## config.mk

```make
export PLATFORM = sky130hd
export DESIGN_NAME = frame_ring_state_heap_allocator
export DESIGN_NICKNAME = d
export VERILOG_FILES = /design/src/hdl/frsha_pkg.sv /design/src/hdl/frsha_fence_ram.sv /design/src/hdl/frame_ring_state_heap_allocator.sv
export SDC_FILE = /design/constraint.sdc
export NUM_CORES = 1
export LEC_CHECK = 0
export BUFFER_PORTS_ARGS = -buffer_cell sky130_fd_sc_hd__buf_2
export CAP_MARGIN = 20
export CORE_UTILIZATION = 59
export DETAILED_ROUTE_END_ITERATION = 7
export GPL_TIMING_DRIVEN = 0
export MAX_ROUTING_LAYER = met4
export PLACE_DENSITY = 0.73
export SYNTH_ARGS = -nofsm -noshare
export SYNTH_HDL_FRONTEND = slang
export SYNTH_HIERARCHICAL = 1
export SYNTH_SLANG_ARGS = --single-unit
```

## constraint.sdc

```tcl
create_clock -name clk -period 14.7 [get_ports clk]
set_input_delay 2.205 -clock clk [delete_from_list [all_inputs] [get_ports clk]]
set_output_delay 2.205 -clock clk [all_outputs]
set_load 0.02 [all_outputs]
```

## src/hdl/frsha_pkg.sv

```systemverilog
// Shared types and constants for the frame-ring state-heap allocator.
// No dependencies; imported by every module of the block.
package frsha_pkg;

	localparam int MAX_SLOTS_DEF = 8;
	localparam int ZONE_GRAIN    = 64;
	localparam int CFG_W         = 24;
	localparam int CAP_W         = 25;
	localparam int OFFSET_W      = 28;
	localparam int FENCE_W       = 64;

	localparam logic [1:0] FUNC_PALLOC = 2'd0;
	localparam logic [1:0] FUNC_TALLOC = 2'd1;
	localparam logic [1:0] FUNC_BEGIN  = 2'd2;
	localparam logic [1:0] FUNC_END    = 2'd3;

	localparam logic [1:0] CFG_PERSISTENT_BYTES = 2'd0;
	localparam logic [1:0] CFG_FRAME_BYTES      = 2'd1;
	localparam logic [1:0] CFG_FRAME_SLOTS      = 2'd2;

	typedef struct packed {
		logic [1:0]         func;
		logic [23:0]        size;
		logic [4:0]         align_log2;
		logic [FENCE_W-1:0] seqno;
	} req_t;

	typedef struct packed {
		logic                ok;
		logic [OFFSET_W-1:0] offset;
		logic [FENCE_W-1:0]  fence;
	} rsp_t;

	// fence store control
	typedef struct packed {
		logic rd_en;
		logic wr_en;
		logic clr;
	} fence_ctl_t;

	// zone size rounded up to a multiple of ZONE_GRAIN
	function automatic logic [CAP_W-1:0] round_zone(input logic [CFG_W-1:0] v);
		logic [CAP_W-1:0] s;
		s = {1'b0, v} + CAP_W'(ZONE_GRAIN - 1);
		return s & ~CAP_W'(ZONE_GRAIN - 1);
	endfunction

endpackage

```

## src/hdl/frsha_fence_ram.sv

```systemverilog
// Per-slot fence store: one synchronous RAM with a registered read.
// Per-entry valid flops give the all-zero reset and the clear on config.
// Depends on frsha_pkg.
module frsha_fence_ram import frsha_pkg::*; #(
	parameter int MAX_SLOTS = MAX_SLOTS_DEF,
	parameter int SLOT_W    = (MAX_SLOTS > 1) ? $clog2(MAX_SLOTS) : 1
) (
	input  logic               clk,
	input  logic               arst_n,
	input  fence_ctl_t         ctl,
	input  logic [SLOT_W-1:0]  rd_addr,
	input  logic [SLOT_W-1:0]  wr_addr,
	input  logic [FENCE_W-1:0] wr_data,
	output logic [FENCE_W-1:0] rd_data
);

	logic [FENCE_W-1:0] mem [MAX_SLOTS];
	logic [MAX_SLOTS-1:0] vld_q;
	logic [FENCE_W-1:0] rd_q;
	logic rd_vld_q;

	always_ff @(posedge clk) begin
		if (ctl.wr_en) begin
			mem[wr_addr] <= wr_data;
		end
		if (ctl.rd_en) begin
			rd_q <= mem[rd_addr];
		end
	end

	always_ff @(posedge clk or negedge arst_n) begin
		if (!arst_n) begin
			vld_q    <= '0;
			rd_vld_q <= 1'b0;
		end else begin
			if (ctl.clr) begin
				vld_q <= '0;
			end else if (ctl.wr_en) begin
				vld_q[wr_addr] <= 1'b1;
			end
			if (ctl.rd_en) begin
				rd_vld_q <= vld_q[rd_addr];
			end
		end
	end

	// never-written slot reads as zero
	assign rd_data = rd_vld_q ? rd_q : '0;

endmodule

```

## src/hdl/frame_ring_state_heap_allocator.sv

```systemverilog
// Top level of the frame-ring state-heap allocator: request decode, cursors,
// slot ring and result register. Depends on frsha_pkg and frsha_fence_ram.
//
//  channel  | ports                        | handshake
//  ---------+------------------------------+------------------------------------
//  request  | start, busy, req             | taken when start && !busy
//  result   | done, rsp                    | one-cycle strobe, no back-pressure
//  config   | cfg_we, cfg_index, cfg_data  | cfg_we, idx 0..2; idle, user-enforced
//
// Per item, the accept cycle reads the fence RAM and precomputes the slot
// base; the next cycle (busy high) does the align, add and compare and
// updates the cursors. done pulses the cycle after that, while a new item
// may already be taken; no new item is taken while busy is high.
// Reset clears all control state; the fence store needs no clearing pass,
// its per-slot valid flops clear at once. The receiver cannot stall.
module frame_ring_state_heap_allocator import frsha_pkg::*; #(
	parameter int MAX_SLOTS = MAX_SLOTS_DEF
) (
	input  logic             clk,
	input  logic             arst_n,
	input  logic             start,
	output logic             busy,
	input  req_t             req,
	output logic             done,
	output rsp_t             rsp,
	input  logic             cfg_we,
	input  logic [1:0]       cfg_index,
	input  logic [CFG_W-1:0] cfg_data
);

	localparam int SLOT_W = (MAX_SLOTS > 1) ? $clog2(MAX_SLOTS) : 1;
	localparam int CNT_W  = $clog2(MAX_SLOTS + 1) > 4 ? $clog2(MAX_SLOTS + 1) : 4;
	localparam int PROD_W = SLOT_W + CAP_W;
	localparam int ALN_W  = 33;   // cursor plus an alignment mask of up to 31 bits
	localparam int END_W  = ALN_W + 1;

	localparam logic ST_IDLE = 1'b0;
	localparam logic ST_EXEC = 1'b1;

	// configuration registers
	logic [CFG_W-1:0] pbytes_q;
	logic [CFG_W-1:0] fbytes_q;
	logic [3:0]       fslots_q;

	// allocator state
	logic              state_q;
	logic [CAP_W-1:0]  pcur_q;
	logic [CAP_W-1:0]  fcur_q;
	logic [SLOT_W-1:0] slot_q;
	logic              started_q;

	// request held for the exec cycle
	req_t                req_s1;
	logic [SLOT_W-1:0]   nslot_s1;
	logic [OFFSET_W-1:0] base_s1;

	logic                done_q;
	rsp_t                rsp_q;
	rsp_t                rsp_d;

	logic [CAP_W-1:0]  pcap, fcap;
	logic [CNT_W-1:0]  cnt;
	logic [SLOT_W-1:0] nslot;
	logic              accept;
	logic              cfg_hit;
	logic [PROD_W-1:0] prod;

	fence_ctl_t         fctl;
	logic [FENCE_W-1:0] fence_rd;

	logic [ALN_W-1:0] amask, acur, astart;
	logic [END_W-1:0] aend;
	logic [CAP_W-1:0] acap;
	logic             fit;

	assign pcap = round_zone(pbytes_q);
	assign fcap = round_zone(fbytes_q);

	// slot count clamped to 1..MAX_SLOTS
	always_comb begin
		if (fslots_q == 4'd0) begin
			cnt = CNT_W'(1);
		end else if (CNT_W'(fslots_q) > CNT_W'(MAX_SLOTS)) begin
			cnt = CNT_W'(MAX_SLOTS);
		end else begin
			cnt = CNT_W'(fslots_q);
		end
	end

	// slot made current by a begin frame; first begin stays put
	always_comb begin
		if (!started_q) begin
			nslot = slot_q;
		end else if (CNT_W'(slot_q) + CNT_W'(1) >= cnt) begin
			nslot = '0;
		end else begin
			nslot = slot_q + SLOT_W'(1);
		end
	end

	assign busy    = (state_q == ST_EXEC);
	assign accept  = start && !busy;
	assign cfg_hit = cfg_we && (cfg_index == CFG_PERSISTENT_BYTES ||
		cfg_index == CFG_FRAME_BYTES || cfg_index == CFG_FRAME_SLOTS);

	// transient base of the current slot, formed while the RAM is read
	assign prod = PROD_W'(slot_q) * PROD_W'(fcap);

	always_comb begin
		fctl.rd_en = accept;
		fctl.wr_en = busy && (req_s1.func == FUNC_END);
		fctl.clr   = cfg_hit;
	end

	frsha_fence_ram #(
		.MAX_SLOTS(MAX_SLOTS),
		.SLOT_W   (SLOT_W)
	) u_fence (
		.clk    (clk),
		.arst_n (arst_n),
		.ctl    (fctl),
		.rd_addr(nslot),
		.wr_addr(slot_q),
		.wr_data(req_s1.seqno),
		.rd_data(fence_rd)
	);

	// align the selected cursor up, add the size, compare against the zone
	always_comb begin
		amask  = (ALN_W'(1) << req_s1.align_log2) - ALN_W'(1);
		acur   = (req_s1.func == FUNC_PALLOC) ? ALN_W'(pcur_q) : ALN_W'(fcur_q);
		acap   = (req_s1.func == FUNC_PALLOC) ? pcap : fcap;
		astart = (acur + amask) & ~amask;
		aend   = END_W'(astart) + END_W'(req_s1.size);
		fit    = aend <= END_W'(acap);
	end

	// result of the item in exec; unused fields stay zero
	always_comb begin
		rsp_d = '0;
		case (req_s1.func)
			FUNC_PALLOC: begin
				rsp_d.ok = fit;
				if (fit) begin
					rsp_d.offset = astart[OFFSET_W-1:0];
				end
			end
			FUNC_TALLOC: begin
				rsp_d.ok = fit;
				if (fit) begin
					rsp_d.offset = base_s1 + astart[OFFSET_W-1:0];
				end
			end
			FUNC_BEGIN: begin
				rsp_d.ok    = 1'b1;
				rsp_d.fence = fence_rd;
			end
			default: begin
				rsp_d.ok = 1'b1;
			end
		endcase
	end

	always_ff @(posedge clk) begin
		if (accept) begin
			req_s1   <= req;
			nslot_s1 <= nslot;
			base_s1  <= OFFSET_W'(pcap) + OFFSET_W'(prod);
		end
		if (busy) begin
			rsp_q <= rsp_d;
		end
	end

	always_ff @(posedge clk or negedge arst_n) begin
		if (!arst_n) begin
			pbytes_q  <= '0;
			fbytes_q  <= '0;
			fslots_q  <= 4'd1;
			state_q   <= ST_IDLE;
			pcur_q    <= '0;
			fcur_q    <= '0;
			slot_q    <= '0;
			started_q <= 1'b0;
			done_q    <= 1'b0;
		end else begin
			done_q <= busy;
			case (state_q)
				ST_IDLE: begin
					if (accept) begin
						state_q <= ST_EXEC;
					end
				end
				ST_EXEC: begin
					state_q <= ST_IDLE;
				end
				default: begin
					state_q <= ST_IDLE;
				end
			endcase
			// any register write clears the allocator state
			if (cfg_hit) begin
				case (cfg_index)
					CFG_PERSISTENT_BYTES: pbytes_q <= cfg_data;
					CFG_FRAME_BYTES:      fbytes_q <= cfg_data;
					default:              fslots_q <= cfg_data[3:0];
				endcase
				pcur_q    <= '0;
				fcur_q    <= '0;
				slot_q    <= '0;
				started_q <= 1'b0;
			end else if (busy) begin
				case (req_s1.func)
					FUNC_PALLOC: begin
						if (fit) begin
							pcur_q <= aend[CAP_W-1:0];
						end
					end
					FUNC_TALLOC: begin
						if (fit) begin
							fcur_q <= aend[CAP_W-1:0];
						end
					end
					FUNC_BEGIN: begin
						started_q <= 1'b1;
						slot_q    <= nslot_s1;
						fcur_q    <= '0;
					end
					default: begin
					end
				endcase
			end
		end
	end

	assign done = done_q;
	assign rsp  = rsp_q;

endmodule
```

=== Yosys cells after proc, flatten, opt, wreduce, memory -nomap -nowiden ===
Memories as Yosys holds them, arrays and structs flattened. A register that Yosys moved wholly into a read port is not among the register bits.
Cells that the tools add are included.

* Add/subtract/negate cells: 9
* Multipliers: 1
* Order comparisons: 6
* Equality and inequality tests: 6
* Shifts and indexed selects: 1
* Multiplexer cells: 32
* Bitwise logic cells: 5
* Reductions and logical operators: 25

{| class="wikitable"
|+ Operators with widths
! kind !! number
|-
| $mux 25 || 8
|-
| $mux 28 || 2
|-
| $pmux 28 s2 || 1
|-
| $add 24x6->25 const B || 2
|-
| $pmux 25 s2 || 1
|-
| $add 33x24->34 || 1
|-
| $le 34x25->1 || 1
|-
| $add 25x33->33 || 1
|-
| $and 33x33->33 || 1
|-
| $not 33->33 || 1
|-
| $shl 1x5->33 const A || 1
|-
| $sub 33x2->33 const B || 1
|-
| $add 25x28->28 || 1
|-
| $add 28x28->28 || 1
|-
| $mul 3x19->22 || 1
|-
| $mux 8 || 2
|-
| $mux 3 || 5
|-
| $reduce_and 2->1 || 5
|-
| $reduce_bool 2->1 || 5
|-
| $lt 3x4->1 const B || 2
|-
| $mux 1 || 8
|-
| $mux 4 || 2
|-
| $or 8x8->8 || 1
|-
| $eq 2x2->1 const B || 3
|-
| other kinds (19) || 28
|}

* Register bits after elaboration: 336
* Memory bits (writable): 512
* Input bits: 125
* Output and inout port bits: 95
* Word-level logic and storage cells: 106
* Memories: 1

{| class="wikitable"
|+ Memory list
! memory !! words !! width !! read ports !! clocked after Yosys merged registers in !! wr ports !! line !! source
|-
| u_fence.mem || 8 || 64 || 1 || 1 || 1 || frsha_fence_ram.sv:17 || <nowiki>logic [FENCE_W-1:0] mem [MAX_SLOTS];</nowiki>
|}

=== Longest topological paths before layout ===
* Word-level depth: 10
* Depth in mapped cells: 45
* Depth with buffers taken out: 41

=== By module ===
The synthesis kept the hierarchy.

{| class="wikitable"
|+ By module, submodules not included
! module !! times used !! cells each !! area an instance (µm²)
|-
| frsha_fence_ram || 1 || 914 || 21987.3
|-
| frame_ring_state_heap_allocator || 1 || 1792 || 19219.7
|}

=== Worst setup path after synthesis ===
Ideal clock, no wire load.

* Path kind: input to register
* Start point: input port start
* End point: register state_q, in the netlist busy
* Setup time: 0.970 ns
* Arrival: 10.231 ns
* Required time: 13.730 ns
* Path slack: 3.499 ns
* Stages: 1
* Cells stage by stage: nor2b_1

* Word-level cells in the longest chain between the ends: 3

{| class="wikitable"
|+ RTL lines
! item !! line !! source
|-
| from (decl) || frame_ring_state_heap_allocator.sv:21 || <nowiki>input logic start,</nowiki>
|-
| $logic_and 1x1->1 || frame_ring_state_heap_allocator.sv:102 || <nowiki>assign accept = start && !busy;</nowiki>
|-
| $mux 1 || frame_ring_state_heap_allocator.sv:190 || <nowiki>if (accept) begin</nowiki>
|-
| $pmux 1 s2 || frame_ring_state_heap_allocator.sv:188 || <nowiki>case (state_q)</nowiki>
|-
| to (signal assigned) || frame_ring_state_heap_allocator.sv:191 || <nowiki>state_q <= ST_EXEC;</nowiki>
|-
| to (signal assigned) || frame_ring_state_heap_allocator.sv:195 || <nowiki>state_q <= ST_IDLE;</nowiki>
|-
| to (signal assigned) || frame_ring_state_heap_allocator.sv:198 || <nowiki>state_q <= ST_IDLE;</nowiki>
|-
| to (decl) || frame_ring_state_heap_allocator.sv:46 || <nowiki>logic state_q;</nowiki>
|}

Every way passes these cells.
A chain may end at the register's enable or synchronous reset.

==> results.json <==
{
  "status": "complete, no violations",
  "setup_viol": 0,
  "crit_type": "reg -> reg",
  "synth_flop_cell": "edfxtp_1",
  "finClkSkew_ns": 0.0491,
  "synth_top_family_by_area": "multiplexers",
  "syn_area_per_cell_um2": 15.2,
  "pwr-share-comb_pct": 16.9,
  "synth_mux_area_share_pct": 11.4,
  "wirelength_um": 99400,
  "first_global_vias": 24886,
  "regArea_um2": 26600,
  "initial_utilization_pct": 59.9,
  "worst_r2r_endpoint": "rsp[88]",
  "slew_headroom_pct": 16.1,
  "cts_tree": "done",
  "layout_common_cells": "edfxtp_1 (789), buf_2 (230), nand2_1 (163), and2_1 (144), mux2_2 (135)",
  "cts_buffer_depth": 3,
  "critPathSlowestCell": "nor2_1",
  "io_buffers": 219,
  "synth_area_leaders": "edfxtp_1 (57%), mux4_2 (7.1%), dfrtp_1 (7.0%)",
  "max-vdd-ir-drop_mv": 0.120,
  "fin_area_um2": 47400,
  "hpwl_um": 70400,
  "yosys.area_share.simple_pct": 7.90,
  "holdCritPathClass": "reg -> reg",
  "syn_inst": 2706,
  "wl_per_cell_um": 24.3,
  "cts_buffers": 91,
  "ys_seq_elements": 906,
  "drive_gt1_share_pct": 23.6,
  "die_w_um": 266,
  "yosys.area.top_type_share_pct": 57.5,
  "period_share_pct": 83.9,
  "syn-cell-area_um2": 41200,
  "std_cell_rows": 96,
  "crit_path_max_fanout": 10,
  "die_area_um2": 70900,
  "num_io_pins": 220,
  "fillers": 4576,
  "core_um2": 68800,
  "post-place-cells": 3912,
  "seq_area_frac_synth_pct": 64.6,
  "final_cells": 4081,
  "antenna_left": 0,
  "vias": 24545,
  "worstSetupEndpointType": "flop",
  "worstHoldStart": "pcur_q[10]",
  "switching_share_pct": 26.7,
  "postCtsHoldBufs": 0,
  "cp_slowest_stage_delay_ns": 0.89,
  "cts_setup_buffers": 0,
  "multiInputGateArea_um2": 13700,
  "cp.required_ns": 15.09,
  "grt_setup_unrepaired": "false",
  "p_int_uw": 4700,
  "clock_latency_ns": 0.67,
  "drtIter0Drc": 1917,
  "cts_root_buf": "clkbuf_16",
  "powerDensity_nw_per_um2": 135,
  "fmax_mhz": 81.1,
  "hold_viol": 0,
  "areaGrowthSynthToFinish_pct": 14.9,
  "power.share.clock_pct": 36.1,
  "cap_violations": 0,
  "ys_warn_count": 6,
  "cts.sinks": 906,
  "ctsHtreeMaxLevel": 3,
  "synth_cell_types": 82,
  "ctsResizeCount": 0,
  "grt_overflow": 0,
  "min_delay_path_depth": 2,
  "pwr-share-seq_pct": 47.0,
  "synth-xor-area-share_pct": 2.66,
  "p_sw_uw": 1710,
  "synth-edff-count": 789,
  "mostFrequentLayoutCell": "edfxtp_1",
  "grt_start_max_net_pins": 91,
  "reg2reg_depth": 35,
  "timing.hold.ws_ns": 0.497,
  "synth_compound_area_share_pct": 6.17,
  "leakage_uw": 0.0177,
  "reg2reg_setup_slack_ns": 2.36,
  "cts.clk_slew.worst_paths_ns": 0.06,
  "place_congestion": 0.967,
  "rr_startpoint": "req_s1[93]",
  "whs_endpoint": "pcur_q[10]",
  "placedInstanceArea_um2": 44300,
  "nets": 3351,
  "drc": 0,
  "synthArstFlopShare_pct": 12.9,
  "startpoint_type": "flop",
  "worst_pin_slew_ns": 1.24,
  "dr.pass1.iters": 5,
  "track_usage_pct": 29.2,
  "syn_nets": 2983,
  "grt_pass1_wl_um": 149000,
  "crit_arrival_ns": 12.73,
  "viasPerCell": 6.01,
  "finalMaxSlewViolations": 0,
  "antenna_found_initial": 1,
  "die_h_um": 266,
  "synth_top_area_cell": "edfxtp_1",
  "synth_fa_ha_area_share_pct": 5.06,
  "post-route-min-period_ns": 12.34
}
-- worst max-delay path by stage --
stage / cells after the start / slack [ns] / start / end
finish: 35 / 2.36 / req_s1[93] / rsp[88]
global route: 34 / 1.89 / req_s1[93] / fcur_q[13]
CTS: 33 / 2.61 / req_s1[93] / rsp[88]
detailed placement: 33 / 2.71 / req_s1[93] / rsp[88]
global placement: 3 / -4.08 / busy / u_fence/mem[0][12]
floorplan: 1 / 3.50 / start / busy
-- per-stage QoR --
step / setup slack (ns) / setup TNS, ns / util, % / power, uW
floorplan: 3.50 / 0 / - / 3790
global placement: -4.08 / -1087.89 / 63.2 / 4120
detailed placement: 2.71 / 0 / 64.4 / 4140
CTS: 2.61 / 0 / 68.8 / 6440
global route: 1.89 / 0 / 68.8 / 6640
finish: 2.36 / 0 / 68.8 / 6410
-- critical path: cells and delay by family (launching register included) --
kind	cells	cell delay [ns]
simple gates	11	4.10
compound gates	14	3.72
buf+inv	3	1.31
fa+ha+maj	4	1.19
mux	1	0.66
xor+xnor	2	0.61
flops	1	0.43
-- cell type report --
class	count	area share (%)
repair buffers	275	4.00
inverters	104	0.824
multi-input cells	1589	29.0
clock buffers	108	4.94
diodes	1	0.00528
clock inverters	60	1.42
well taps	931	2.46
flip-flops and latches	906	56.2
plain buffers	107	1.09
-- power groups by stage --
stage                     combinational, uW  sequential, uW  clock [uW]
after floorplan                         713            3070           0
after global placement                 1030            3080           0
after detailed placement               1070            3060           0
after CTS                              1080            3010        2350
after global routing                   1170            3020        2440
final                                  1080            3010        2310
-- registers in the layout, summed over array words and instances (netlist names), 4 cells and up --
| signal | count |
|---|---|
| base_s1 | 22 |
| fbytes_q | 24 |
| fcur_q | 25 |
| fslots_q | 4 |
| pbytes_q | 24 |
| pcur_q | 25 |
| req_s1 | 95 |
| rsp | 93 |
| u_fence/mem | 512 |
| u_fence/rd_q | 64 |
| u_fence/vld_q | 8 |
-- per-layer routing --
metal | GRT usage [%] | wire [um] | part of all wire, %
met5 | - | 0 | 0
met3 | 4.11 | 5480 | 5.5
met1 | 36.3 | 39500 | 40
met2 | 48.4 | 50100 | 50
met4 | 11.8 | 4220 | 4.2
-- cell families (layout without fill, tap and decap cells) --
group           count (synthesis)  count (layout)
mux                           291             291
buf+inv                       211             654
other cells                     0               1
compound gates                379             379
flops                         906             906
fa+ha+maj                     154             154
xor+xnor                      125             125
simple gates                  640             640
-- synthesized netlist by cell type, types with 9 or more instances --
library cell / number
nand2_1: 163
and3_1: 18
and2_1: 144
nand4_1: 15
fa_1: 22
dfrtp_1: 116
o21bai_1: 9
a32o_2: 20
mux2_2: 135
clkbuf_1: 74
edfxtp_1: 789
nor2b_1: 20
inv_1: 102
ha_1: 130
a211oi_1: 9
buf_6: 11
nand3_1: 62
a21oi_1: 95
xor2_1: 30
a31oi_1: 10
a21o_1: 35
o21ai_0: 94
buf_2: 12
mux2i_1: 27
nor3_1: 29
xnor2_1: 95
o21a_1: 15
mux4_2: 129
nor2_1: 122
nand2b_1: 19
a22o_1: 10
(Power assumes the default switching activity.)
